[src/hdl/rgb2hsv_pkg.sv]
// Shared types and constants of the RGB to HSV converter.
`default_nettype none
package rgb2hsv_pkg;

	// Width of one color channel.
	localparam int CH_W = 8;
	// Quotient bits produced by each pipelined divider, one bit per stage.
	localparam int DIV_BITS = 16;
	// Dividend width of the dividers.
	localparam int DIV_W = CH_W + DIV_BITS;
	// Width of the scaled hue difference 3840 * |diff|.
	localparam int HUE_NUM_W = 20;
	// Bits needed for a hue fraction of at most one sixth of the circle.
	localparam int HUE_QW = 12;
	// Width of the hue result.
	localparam int HUE_W = 15;
	// Width of the saturation result.
	localparam int SAT_W = 16;

	// Hue in units of 1/64 degree.
	localparam logic [HUE_W-1:0] HUE_OFS_RED   = 15'd0;
	localparam logic [HUE_W-1:0] HUE_OFS_GREEN = 15'd7680;
	localparam logic [HUE_W-1:0] HUE_OFS_BLUE  = 15'd15360;
	localparam logic [HUE_W-1:0] HUE_FULL      = 15'd23040;

	// Which channel holds the maximum, ties going to red, then green.
	typedef enum logic [1:0] {
		SECT_RED,
		SECT_GREEN,
		SECT_BLUE
	} sector_t;

	// Classified pixel handed from the front part to the back part.
	typedef struct packed {
		logic [DIV_W-1:0]     sat_num;
		logic [HUE_NUM_W-1:0] hue_num;
		logic [CH_W-1:0]      max;
		logic [CH_W-1:0]      delta;
		sector_t              sector;
		logic                 neg;
		logic                 grey;
		logic                 black;
	} work_t;

	// Fields that travel beside the dividers.
	typedef struct packed {
		sector_t         sector;
		logic            neg;
		logic            grey;
		logic            black;
		logic [CH_W-1:0] bright;
	} side_t;

endpackage
`default_nettype wire

[src/hdl/rgb2hsv_front.sv]
// Front part: splits a pixel into channels and classifies it for the dividers.
`default_nettype none
module rgb2hsv_front (
	input  wire logic [23:0]         color_word,
	output rgb2hsv_pkg::work_t       work
);

	logic [rgb2hsv_pkg::CH_W-1:0] red, green, blue;
	logic [rgb2hsv_pkg::CH_W-1:0] mx, mn, delta, mag;
	logic [rgb2hsv_pkg::CH_W:0]   diff;
	rgb2hsv_pkg::sector_t         sector;

	assign red   = color_word[7:0];
	assign green = color_word[15:8];
	assign blue  = color_word[23:16];

	// Pick the maximum channel in red, green, blue order and form the difference.
	always_comb begin
		if (red >= green && red >= blue) begin
			sector = rgb2hsv_pkg::SECT_RED;
			mx     = red;
			diff   = {1'b0, green} - {1'b0, blue};
		end else if (green >= blue) begin
			sector = rgb2hsv_pkg::SECT_GREEN;
			mx     = green;
			diff   = {1'b0, blue} - {1'b0, red};
		end else begin
			sector = rgb2hsv_pkg::SECT_BLUE;
			mx     = blue;
			diff   = {1'b0, red} - {1'b0, green};
		end
	end

	// Minimum channel and the spread of the pixel.
	always_comb begin
		mn = red;
		if (green < mn) begin
			mn = green;
		end
		if (blue < mn) begin
			mn = blue;
		end
	end

	assign delta = mx - mn;

	// Magnitude of the signed channel difference.
	assign mag = diff[rgb2hsv_pkg::CH_W] ? rgb2hsv_pkg::CH_W'(-diff) : diff[rgb2hsv_pkg::CH_W-1:0];

	// Dividends: 65535 * delta and 3840 * |diff|, built from shifts.
	always_comb begin
		work.sat_num = {delta, 16'd0} - rgb2hsv_pkg::DIV_W'(delta);
		work.hue_num = {mag, 12'd0} - {4'd0, mag, 8'd0};
		work.max     = mx;
		work.delta   = delta;
		work.sector  = sector;
		work.neg     = diff[rgb2hsv_pkg::CH_W];
		work.grey    = (delta == '0);
		work.black   = (mx == '0);
	end

endmodule
`default_nettype wire

[src/hdl/rgb2hsv_queue.sv]
// Short request queue between the front and back parts.
`default_nettype none
module rgb2hsv_queue #(
	parameter int QDEPTH = 2
) (
	input  wire logic          clk,
	input  wire logic          arst_n,
	input  wire logic          push,
	input  rgb2hsv_pkg::work_t push_data,
	output logic               full,
	output logic               valid,
	output rgb2hsv_pkg::work_t data
);

	localparam int PW = (QDEPTH > 1) ? $clog2(QDEPTH) : 1;
	localparam int CW = $clog2(QDEPTH + 1);

	rgb2hsv_pkg::work_t mem_q [QDEPTH];
	logic [PW-1:0]      wr_ptr_q, rd_ptr_q;
	logic [CW-1:0]      count_q;
	logic               push_ok, pop;

	function automatic logic [PW-1:0] ptr_inc(input logic [PW-1:0] ptr);
		if (ptr == PW'(QDEPTH - 1)) begin
			return '0;
		end
		return ptr + 1'b1;
	endfunction

	assign full    = (count_q == CW'(QDEPTH));
	assign valid   = (count_q != '0);
	assign push_ok = push && !full;
	// The back part never stalls, so the head leaves as soon as it is present.
	assign pop     = valid;
	assign data    = mem_q[rd_ptr_q];

	// Entry storage.
	always_ff @(posedge clk) begin
		if (push_ok) begin
			mem_q[wr_ptr_q] <= push_data;
		end
	end

	// Pointers and fill count.
	always_ff @(posedge clk or negedge arst_n) begin
		if (!arst_n) begin
			wr_ptr_q <= '0;
			rd_ptr_q <= '0;
			count_q  <= '0;
		end else begin
			if (push_ok) begin
				wr_ptr_q <= ptr_inc(wr_ptr_q);
			end
			if (pop) begin
				rd_ptr_q <= ptr_inc(rd_ptr_q);
			end
			case ({push_ok, pop})
				2'b10:   count_q <= count_q + 1'b1;
				2'b01:   count_q <= count_q - 1'b1;
				default: count_q <= count_q;
			endcase
		end
	end

endmodule
`default_nettype wire

[src/hdl/rgb2hsv_div.sv]
// Pipelined restoring divider, one quotient bit per stage.
`default_nettype none
module rgb2hsv_div #(
	parameter int QW = 16
) (
	input  wire logic                                clk,
	input  wire logic [rgb2hsv_pkg::CH_W+QW-1:0]     num,
	input  wire logic [rgb2hsv_pkg::CH_W-1:0]        den,
	output logic      [QW-1:0]                       quo
);

	localparam int DW = rgb2hsv_pkg::CH_W;

	// The caller guarantees num < den * 2**QW, so the upper part starts below den.
	logic [DW-1:0] rem_s [QW-1];
	logic [QW-1:0] low_s [QW-1];
	logic [DW-1:0] den_s [QW-1];
	logic [QW-1:0] quo_s [QW];

	for (genvar k = 0; k < QW; k++) begin : g_stage
		logic [DW-1:0] rem_in, den_in;
		logic [QW-1:0] low_in, quo_in;
		logic [DW:0]   trial;
		logic          ge;

		if (k == 0) begin : g_first
			assign rem_in = num[DW+QW-1:QW];
			assign low_in = num[QW-1:0];
			assign den_in = den;
			assign quo_in = '0;
		end else begin : g_next
			assign rem_in = rem_s[k-1];
			assign low_in = low_s[k-1];
			assign den_in = den_s[k-1];
			assign quo_in = quo_s[k-1];
		end

		// Shift in the next dividend bit and try to subtract the divisor.
		assign trial = {rem_in, low_in[QW-1]};
		assign ge    = (trial >= {1'b0, den_in});

		always_ff @(posedge clk) begin
			quo_s[k] <= {quo_in[QW-2:0], ge};
		end

		if (k < QW - 1) begin : g_carry
			logic [DW:0] sub;

			assign sub = trial - {1'b0, den_in};

			always_ff @(posedge clk) begin
				rem_s[k] <= ge ? sub[DW-1:0] : trial[DW-1:0];
				low_s[k] <= {low_in[QW-2:0], 1'b0};
				den_s[k] <= den_in;
			end
		end
	end

	assign quo = quo_s[QW-1];

endmodule
`default_nettype wire

[src/hdl/rgb2hsv_back.sv]
// Back part: saturation and hue divisions, hue assembly and the result register.
`default_nettype none
module rgb2hsv_back (
	input  wire logic                              clk,
	input  wire logic                              arst_n,
	input  wire logic                              in_valid,
	input  rgb2hsv_pkg::work_t                     in_work,
	output logic                                   done,
	output logic [rgb2hsv_pkg::HUE_W-1:0]          hue,
	output logic [rgb2hsv_pkg::SAT_W-1:0]          saturation,
	output logic [rgb2hsv_pkg::CH_W-1:0]           brightness
);

	localparam int NS = rgb2hsv_pkg::DIV_BITS;

	logic [NS-1:0]              sat_quo, hue_quo;
	logic                       vld_s  [NS];
	rgb2hsv_pkg::side_t         side_s [NS];
	rgb2hsv_pkg::side_t         side_in, side_out;
	logic [rgb2hsv_pkg::HUE_W-1:0] frac, base, hue_next;

	logic                               done_q;
	logic [rgb2hsv_pkg::HUE_W-1:0]      hue_q;
	logic [rgb2hsv_pkg::SAT_W-1:0]      sat_q;
	logic [rgb2hsv_pkg::CH_W-1:0]       bright_q;

	// Saturation: 65535 * delta / max.
	rgb2hsv_div #(.QW(NS)) u_sat_div (
		.clk (clk),
		.num (in_work.sat_num),
		.den (in_work.max),
		.quo (sat_quo)
	);

	// Hue fraction: 3840 * |diff| / delta.
	rgb2hsv_div #(.QW(NS)) u_hue_div (
		.clk (clk),
		.num (rgb2hsv_pkg::DIV_W'(in_work.hue_num)),
		.den (in_work.delta),
		.quo (hue_quo)
	);

	always_comb begin
		side_in.sector = in_work.sector;
		side_in.neg    = in_work.neg;
		side_in.grey   = in_work.grey;
		side_in.black  = in_work.black;
		side_in.bright = in_work.max;
	end

	// Side fields and valid bits follow the divider stages.
	for (genvar k = 0; k < NS; k++) begin : g_side
		if (k == 0) begin : g_first
			always_ff @(posedge clk or negedge arst_n) begin
				if (!arst_n) begin
					vld_s[k] <= 1'b0;
				end else begin
					vld_s[k] <= in_valid;
				end
			end
			always_ff @(posedge clk) begin
				side_s[k] <= side_in;
			end
		end else begin : g_next
			always_ff @(posedge clk or negedge arst_n) begin
				if (!arst_n) begin
					vld_s[k] <= 1'b0;
				end else begin
					vld_s[k] <= vld_s[k-1];
				end
			end
			always_ff @(posedge clk) begin
				side_s[k] <= side_s[k-1];
			end
		end
	end

	assign side_out = side_s[NS-1];
	assign frac     = rgb2hsv_pkg::HUE_W'(hue_quo[rgb2hsv_pkg::HUE_QW-1:0]);

	// Sector offset; a negative red hue wraps around the full circle.
	always_comb begin
		case (side_out.sector)
			rgb2hsv_pkg::SECT_RED: begin
				base = (side_out.neg && frac != '0) ? rgb2hsv_pkg::HUE_FULL
				                                   : rgb2hsv_pkg::HUE_OFS_RED;
			end
			rgb2hsv_pkg::SECT_GREEN: base = rgb2hsv_pkg::HUE_OFS_GREEN;
			rgb2hsv_pkg::SECT_BLUE:  base = rgb2hsv_pkg::HUE_OFS_BLUE;
			default:                 base = rgb2hsv_pkg::HUE_OFS_RED;
		endcase
	end

	// Grey pixels have no hue.
	always_comb begin
		if (side_out.grey) begin
			hue_next = '0;
		end else if (side_out.neg) begin
			hue_next = base - frac;
		end else begin
			hue_next = base + frac;
		end
	end

	// Result strobe.
	always_ff @(posedge clk or negedge arst_n) begin
		if (!arst_n) begin
			done_q <= 1'b0;
		end else begin
			done_q <= vld_s[NS-1];
		end
	end

	// Result payload.
	always_ff @(posedge clk) begin
		if (vld_s[NS-1]) begin
			hue_q    <= hue_next;
			sat_q    <= side_out.black ? '0 : sat_quo;
			bright_q <= side_out.bright;
		end
	end

	assign done       = done_q;
	assign hue        = hue_q;
	assign saturation = sat_q;
	assign brightness = bright_q;

endmodule
`default_nettype wire

[src/hdl/rgb_to_hsv_converter.sv]
// Top level of the RGB to HSV converter.
//
// Converts one packed pixel (red 7:0, green 15:8, blue 23:16) to hue in
// 1/64 degree units, saturation with 65535 as full scale, and brightness.
// A request is taken at a rising edge where start is high and busy is low.
// Each result is shown for one cycle with done high and is taken at the
// edge that ends that cycle.
// An accepted request passes through the queue stage, the two 16-stage
// dividers, which form one quotient bit per stage, and the result register.
// Throughput: one pixel per clock, back to back, with no gaps required,
// as long as QDEPTH is at least 2; with a depth of one, busy holds the
// sender back while the single entry waits to leave the queue.
// The front part writes requests into a short queue; the back part drains
// it every cycle, so busy only rises if the queue fills, which a back part
// that never waits does not allow for a QDEPTH of 2 or more.
// Reset clears the queue and all valid bits; no result appears afterward
// until a new request is accepted.
`default_nettype none
module rgb_to_hsv_converter #(
	parameter int QDEPTH = 2
) (
	input  wire logic        clk,
	input  wire logic        arst_n,
	input  wire logic        start,
	output logic             busy,
	input  wire logic [23:0] color_word,
	output logic             done,
	output logic [14:0]      hue,
	output logic [15:0]      saturation,
	output logic [7:0]       brightness
);

	rgb2hsv_pkg::work_t front_work, queue_work;
	logic               queue_full, queue_valid;

	// Classify the incoming pixel.
	rgb2hsv_front u_front (
		.color_word (color_word),
		.work       (front_work)
	);

	// Decouple the front from the dividers.
	rgb2hsv_queue #(.QDEPTH(QDEPTH)) u_queue (
		.clk       (clk),
		.arst_n    (arst_n),
		.push      (start),
		.push_data (front_work),
		.full      (queue_full),
		.valid     (queue_valid),
		.data      (queue_work)
	);

	// Divide and assemble the result.
	rgb2hsv_back u_back (
		.clk        (clk),
		.arst_n     (arst_n),
		.in_valid   (queue_valid),
		.in_work    (queue_work),
		.done       (done),
		.hue        (hue),
		.saturation (saturation),
		.brightness (brightness)
	);

	assign busy = queue_full;

endmodule
`default_nettype wire

[config.mk]
export PLATFORM = sky130hd
export DESIGN_NAME = rgb_to_hsv_converter
export DESIGN_NICKNAME = d
export VERILOG_FILES = /design/src/hdl/rgb2hsv_pkg.sv /design/src/hdl/rgb2hsv_front.sv /design/src/hdl/rgb2hsv_queue.sv /design/src/hdl/rgb2hsv_div.sv /design/src/hdl/rgb2hsv_back.sv /design/src/hdl/rgb_to_hsv_converter.sv
export SDC_FILE = /design/constraint.sdc
export NUM_CORES = 2
export LEC_CHECK = 0
export BUFFER_PORTS_ARGS = -buffer_cell sky130_fd_sc_hd__buf_2
export CORE_MARGIN = 4
export CORE_UTILIZATION = 35
export DETAILED_ROUTE_END_ITERATION = 16
export PLACE_DENSITY = 0.58
export SKIP_LAST_GASP = 1
export SLEW_MARGIN = 10
export SYNTH_ARGS = -nofsm -noshare
export SYNTH_HDL_FRONTEND = slang
export SYNTH_SLANG_ARGS = --single-unit
[constraint.sdc]
create_clock -name clk -period 8.2 [get_ports clk]
set_clock_uncertainty 0.1 [all_clocks]
set_input_delay 1.64 -clock clk [delete_from_list [all_inputs] [get_ports clk]]
set_output_delay 1.64 -clock clk [all_outputs]
set_load 0.02 [all_outputs]
Word-level counts from Yosys, hierarchy flattened
Memories as Yosys holds them, arrays and structs flattened. A register that Yosys moved wholly into a read port is not among the register bits. Index checks and enable logic that the tools add are counted.

Register bits: 44. Memory bits (writable): 1780. Input port bits: 27. Output and inout bits: 41. Word-level logic and storage cells: 180. Memories kept: 10.

Add/subtract/negate cells: 43. Order comparisons: 37. Equality and inequality tests: 5. Multiplexer cells: 53. Reductions and logical operators: 10.

Memory list: u_back.u_hue_div.quo_s (words 16, width 16, rd ports 16, clocked after memory_dff 0, write ports 16, RTL line rgb2hsv_div.sv:18) `logic [QW-1:0] quo_s [QW];`; u_back.u_sat_div.quo_s (words 16, width 16, rd ports 16, clocked after memory_dff 1, write ports 16, RTL line rgb2hsv_div.sv:18); u_back.u_hue_div.low_s (words 15, width 15, rd ports 15, clocked after memory_dff 0, write ports 15, RTL line rgb2hsv_div.sv:16) `logic [QW-1:0] low_s [QW-1];`; u_back.u_sat_div.low_s (words 15, width 15, rd ports 15, clocked after memory_dff 0, write ports 15, RTL line rgb2hsv_div.sv:16); u_back.side_s (words 16, width 13, rd ports 16, clocked after memory_dff 0, write ports 16, RTL line rgb2hsv_back.sv:18) `rgb2hsv_pkg::side_t side_s [NS];`; u_queue.mem_q (words 2, width 65, rd ports 1, clocked after memory_dff 0, write ports 1, RTL line rgb2hsv_queue.sv:18) `rgb2hsv_pkg::work_t mem_q [QDEPTH];`; +4 memories.

Operators by type and width (number): 8-bit 2-to-1 mux (35); 9-bit by 8-bit greater-or-equal comparator with 1-bit output (31); 8-bit subtractor (30); 15-bit one-hot mux with 3 select lines (1); 15-bit 2-to-1 mux (2); 8-bit by 8-bit subtractor with 9-bit output (3); 8-bit greater-or-equal comparator (3); 24-bit by 8-bit subtractor with 24-bit output (1); 20-bit by 16-bit subtractor with 20-bit output (1); 9-bit 2-to-1 mux (2); 8-bit logical NOT (2); 8-bit < comparator (2); 15-bit by 12-bit adder with 15-bit output (1); 15-bit nonzero test (1); 15-bit by 12-bit subtractor with 15-bit output (1); 1-bit 2-to-1 mux (10); 5-bit by 8-bit greater-or-equal comparator with 1-bit output (1); 8-bit negation (1); 5-bit by 8-bit subtractor with 8-bit output (1); 2-bit equality test (second input constant) (3); 2-bit by 1-bit equality test with 1-bit output (second input constant) (2); 2-bit 2-to-1 mux (2); 2-bit one-hot mux with 2 select lines (1); 2-bit nonzero test (2); other kinds (6) (9).

Depth between registers and ports, before layout
An unclocked memory read counts as a cell.

Depth after elaboration: 7. Mapped depth: 30. Depth with buffers taken out: 30.

Cells and area by module
A second synthesis with hierarchy kept.

Cell total of the unflattened synthesis: 4154. Area, all modules: 49427.4 um^2.

By module, submodules not included: rgb2hsv_div at u_back.u_sat_div (times used 1, cells each 1502, area each 17156.5 um^2, sequential area each 9929.5 um^2); rgb2hsv_div at u_back.u_hue_div (times used 1, cells each 1510, area each 16963.8 um^2, sequential area each 9929.5 um^2); rgb2hsv_back (times used 1, cells each 441, area each 6970.4 um^2, sequential area each 5760.5 um^2); rgb2hsv_queue (times used 1, cells each 216, area each 5012.3 um^2, sequential area each 4003.8 um^2); rgb2hsv_front (times used 1, cells each 485, area each 3324.4 um^2, sequential area each 0.0 um^2).

Worst setup path before layout
No wires, ideal clock.

Kind: input to register. From: input color_word[14]. To: memory u_queue.mem_q[0][58] (netlist bit) (data pin). Setup time: 280 ps. Arrival time: 6846 ps. Required time: 7820 ps. Slack: 974 ps. Cell stages on the path: 29. Path buffers: 0. Cell sequence: inv_1 > ha_1 > a21o_1 > a21oi_1 > a41oi_1 > a31oi_4 > mux2i_1 > ha_1 > a21o_1 > a21o_1 > a21oi_1 > nand2_1 > a31oi_1 > a22oi_2 > a21oi_1 > inv_1 > ha_1 > nor2b_1 > o21ai_0 > a21boi_0 > o21ai_0 > nand2b_1 > a21o_1 > a21oi_1 > xor2_4 > xor2_4 > inv_2 > o311ai_0 > o21ai_0.

RTL lines: from (decl) (RTL line rgb_to_hsv_converter.sv:26) `input wire logic [23:0] color_word,`; to (decl) (RTL line rgb2hsv_queue.sv:18).

==> impl_metrics.yaml <==
setup_path:
  path_delay_family: "compound AO/OA/AOI/OAI gates"
  crit_path_max_fanout: 8
  critPathKind: "input port to register"
  rr_worst_depth: 14
  critPathMostFrequentCell: "a21oi_1"
  arrival_ns: 7.48
  crit_path_top_delay_cell: "nor3_4"
  slowest_delay_ns: 0.37
  cp_data_required_time_ns: 8.49
  endpoint_kind: "register"
  path_buf_inv: 4
  cp.depth: 30
  start_kind: "input port"
floorplanning:
  initial_core_util_pct: 35.3
  rows: 123
  fp.dieW_um: 345
  coreArea_mm2: 0.113
  dieArea_mm2: 0.119
  die_y_um: 345
  boundaryPins: 68
synth:
  synth_mux_area_share_pct: 2.38
  async_flop_share_pct: 1.94
  synth_xor_xnor_area_share_pct: 3.52
  synth.largest_area_cell: "dfxtp_1"
  synth-edff-count: 149
  synth_warnings: 0
  avgSynthCellArea_um2: 11.0
  synth-compound-area-share_pct: 10.7
  ys_ff_latch: 1082
  syn_area_mm2: 0.0399
  synth_top_family_by_area: "adder cells"
  yosysTopAreaCellShare_pct: 45.8
  synth_nets: 3989
  yosysUniqueCellTypes: 71
  synth_area_leaders: "dfxtp_1 46%, edfxtp_1 11%, ha_1 9.7%"
  synth_ff_type: "dfxtp_1"
  ys_seq_area_share_pct: 58.4
  synth-simple-area-share_pct: 8.52
  yosys.area_share.adder_pct: 11.4
  synthCells: 3619
sta:
  drv_slew: 0
  hold_viol: 0
  setup-tns-final_ns: 0
  setup_ws_ns: 1.00
  fmax_mhz: 139
  fin_crit_ns: 7.20
  rsz0062_at_grt: "no"
  setup_viol: 0
  whs_ns: 0.193
  period_share_pct: 87.8
  tightest_slew_ns: 1.01
  relSlewSlack_pct: 32.7
drt:
  ant_nets: 0
  drc: 0
  viasPerCell: 4.43
  drt_first_pass_iters: 5
  wl_per_cell_um: 12.3
  vias: 23700
  wl_mm: 65.5
  detailedRoute.firstIterationViolations: 918
global_routing:
  grt_pass1_vias: 23600
  grt_overflow: 0
  grt_pass1_wl_mm: 110
  grt_max_degree: 58
  antenna_found_initial: 0
  grt_use_total_pct: 10.8
placed_design:
  dp_slack_ns: 0.301
  dp_hpwl_mm: 48.5
  routabilityCongestion: 0.815
  port_buffers: 67
  placed_cell_area_mm2: 0.0420
clock_network:
  post_cts_buffers: 0
  cts_num_sinks: 1082
  htree_levels: 3
  root_buffer: "clkbuf_16"
  cts.reportedPaths.clkPinSlew_ns: 0.06
  postCtsHoldBufs: 0
  cts_buffers: 102
  clk_path_buf_depth: 3
  cts_tree: "done"
  clock_latency_ns: 0.65
  cts_resized: 0
min_path:
  hold_path.class: "register to register"
  hold_depth: 0
layout:
  drive_above_1_share_pct: 8.33
  area_growth_pct: 14.3
  final_nets: 4123
  diodes: 0
  multi_input_area_mm2: 0.0146
  fin_area_mm2: 0.0455
  regArea_mm2: 0.0233
  fillers: 10800
run_status:
  status: "finished, final reports clean"
flow_run:
  drv_cap: 0
state kept, by name (all words and copies together), names as in the netlist, 28 cells and up:
| register | flops |
|---|---|
| u_back.side_s | 103 |
| u_back.u_hue_div.den_s | 120 |
| u_back.u_hue_div.low_s | 28 |
| u_back.u_hue_div.quo_s | 78 |
| u_back.u_hue_div.rem_s | 120 |
| u_back.u_sat_div.den_s | 105 |
| u_back.u_sat_div.low_s | 102 |
| u_back.u_sat_div.quo_s | 136 |
| u_back.u_sat_div.rem_s | 120 |
| u_queue.mem_q | 110 |
layout make-up:
| class | instances | area share (%) |
|---|---|---|
| multi-input combinational | 1992 | 32.0 |
| clock inverter | 63 | 1.72 |
| clock buffer | 129 | 6.12 |
| tap | 1500 | 4.12 |
| timing repair buffer | 77 | 0.901 |
| sequential | 1082 | 51.1 |
| inverter | 498 | 4.10 |
Yosys cell counts, drive strengths merged, types with 6 or more instances:
library cell,count
a211oi,6
a21boi,37
a21o,44
a21oi,120
a31oi,9
and2,6
and3,26
buf,6
clkbuf,41
dfrtp,21
dfxtp,912
edfxtp,149
fa,34
ha,309
inv,498
mux2,41
mux2i,48
nand2,262
nand2b,22
nand3,15
nand4,55
nor2,161
nor2b,91
nor3,15
nor4,6
o211a,26
o211ai,6
o21ai,330
o21bai,27
o31ai,61
or4,30
xnor2,70
xor2,86
stage by stage:
step / util (%) / std cells
global placement: 37.2 / 5149
finish: 40.4 / 5341
detailed placement: 37.2 / 5149
CTS: 40.4 / 5341
floorplan: - / 3619
global route: 40.4 / 5341
logic make-up after synthesis:
| group | after synthesis |
|---|---|
| AOI/OAI and AO/OA | 698 |
| xor gates and xnor gates | 156 |
| adders and majority gates | 343 |
| buffers and inverters | 545 |
| DFF | 1082 |
| muxes | 89 |
| and+or+nand+nor | 706 |
layout by cell type (no fill, tap or decap), types with 8 or more instances in the layout:
master	instances
a21boi_0	37
a21o_1	44
a21oi_1	119
a31oi_1	8
and3_1	25
buf_2	67
buf_4	10
bufinv_16	13
clkbuf_1	14
clkbuf_16	104
clkbuf_8	9
clkinv_2	19
clkinv_4	8
clkinvlp_4	15
dfrtp_1	19
dfxtp_1	912
edfxtp_1	149
fa_1	34
ha_1	309
inv_1	497
mux2_2	40
mux2i_1	47
nand2_1	262
nand2b_1	22
nand3_1	15
nand4_1	55
nor2_1	159
nor2b_1	91
nor3_1	13
o211a_1	26
o21ai_0	329
o21bai_1	27
o31ai_1	61
or4_1	30
xnor2_1	70
xor2_1	84
routing by layer:
metal,GRT usage [%],up-vias,wire [µm]
li1,-,12500,-
met1,13.2,10800,29600
met2,19.1,309,31500
met3,1.84,135,2350
met4,4.03,0,2080
met5,0,-,0
final timing paths:
path	startpoint	endpoint	slack, ns
worst max register to register	u_queue.rd_ptr_q$_DFFE_PN0P_	u_back.u_sat_div.rem_s[0][6]$_DFF_P_	3.88
min in group asynchronous	arst_n	u_queue.count_q[0]$_DFFE_PN0P_	0.89
max in group asynchronous	arst_n	u_queue.rd_ptr_q$_DFFE_PN0P_	6.65
worst min register to register	u_back.u_hue_div.low_s[0][24]$_DFF_P_	u_back.u_hue_div.low_s[0][40]$_DFF_P_	0.19
worst min-delay path	u_back.u_hue_div.low_s[0][24]$_DFF_P_	u_back.u_hue_div.low_s[0][40]$_DFF_P_	0.19
worst max-delay path	color_word[9]	u_queue.mem_q[0][57]$_DFFE_PP_	1.00
Power is not shown: default switching activity piles up to over one toggle a cycle in this logic, so the estimate is an artifact.
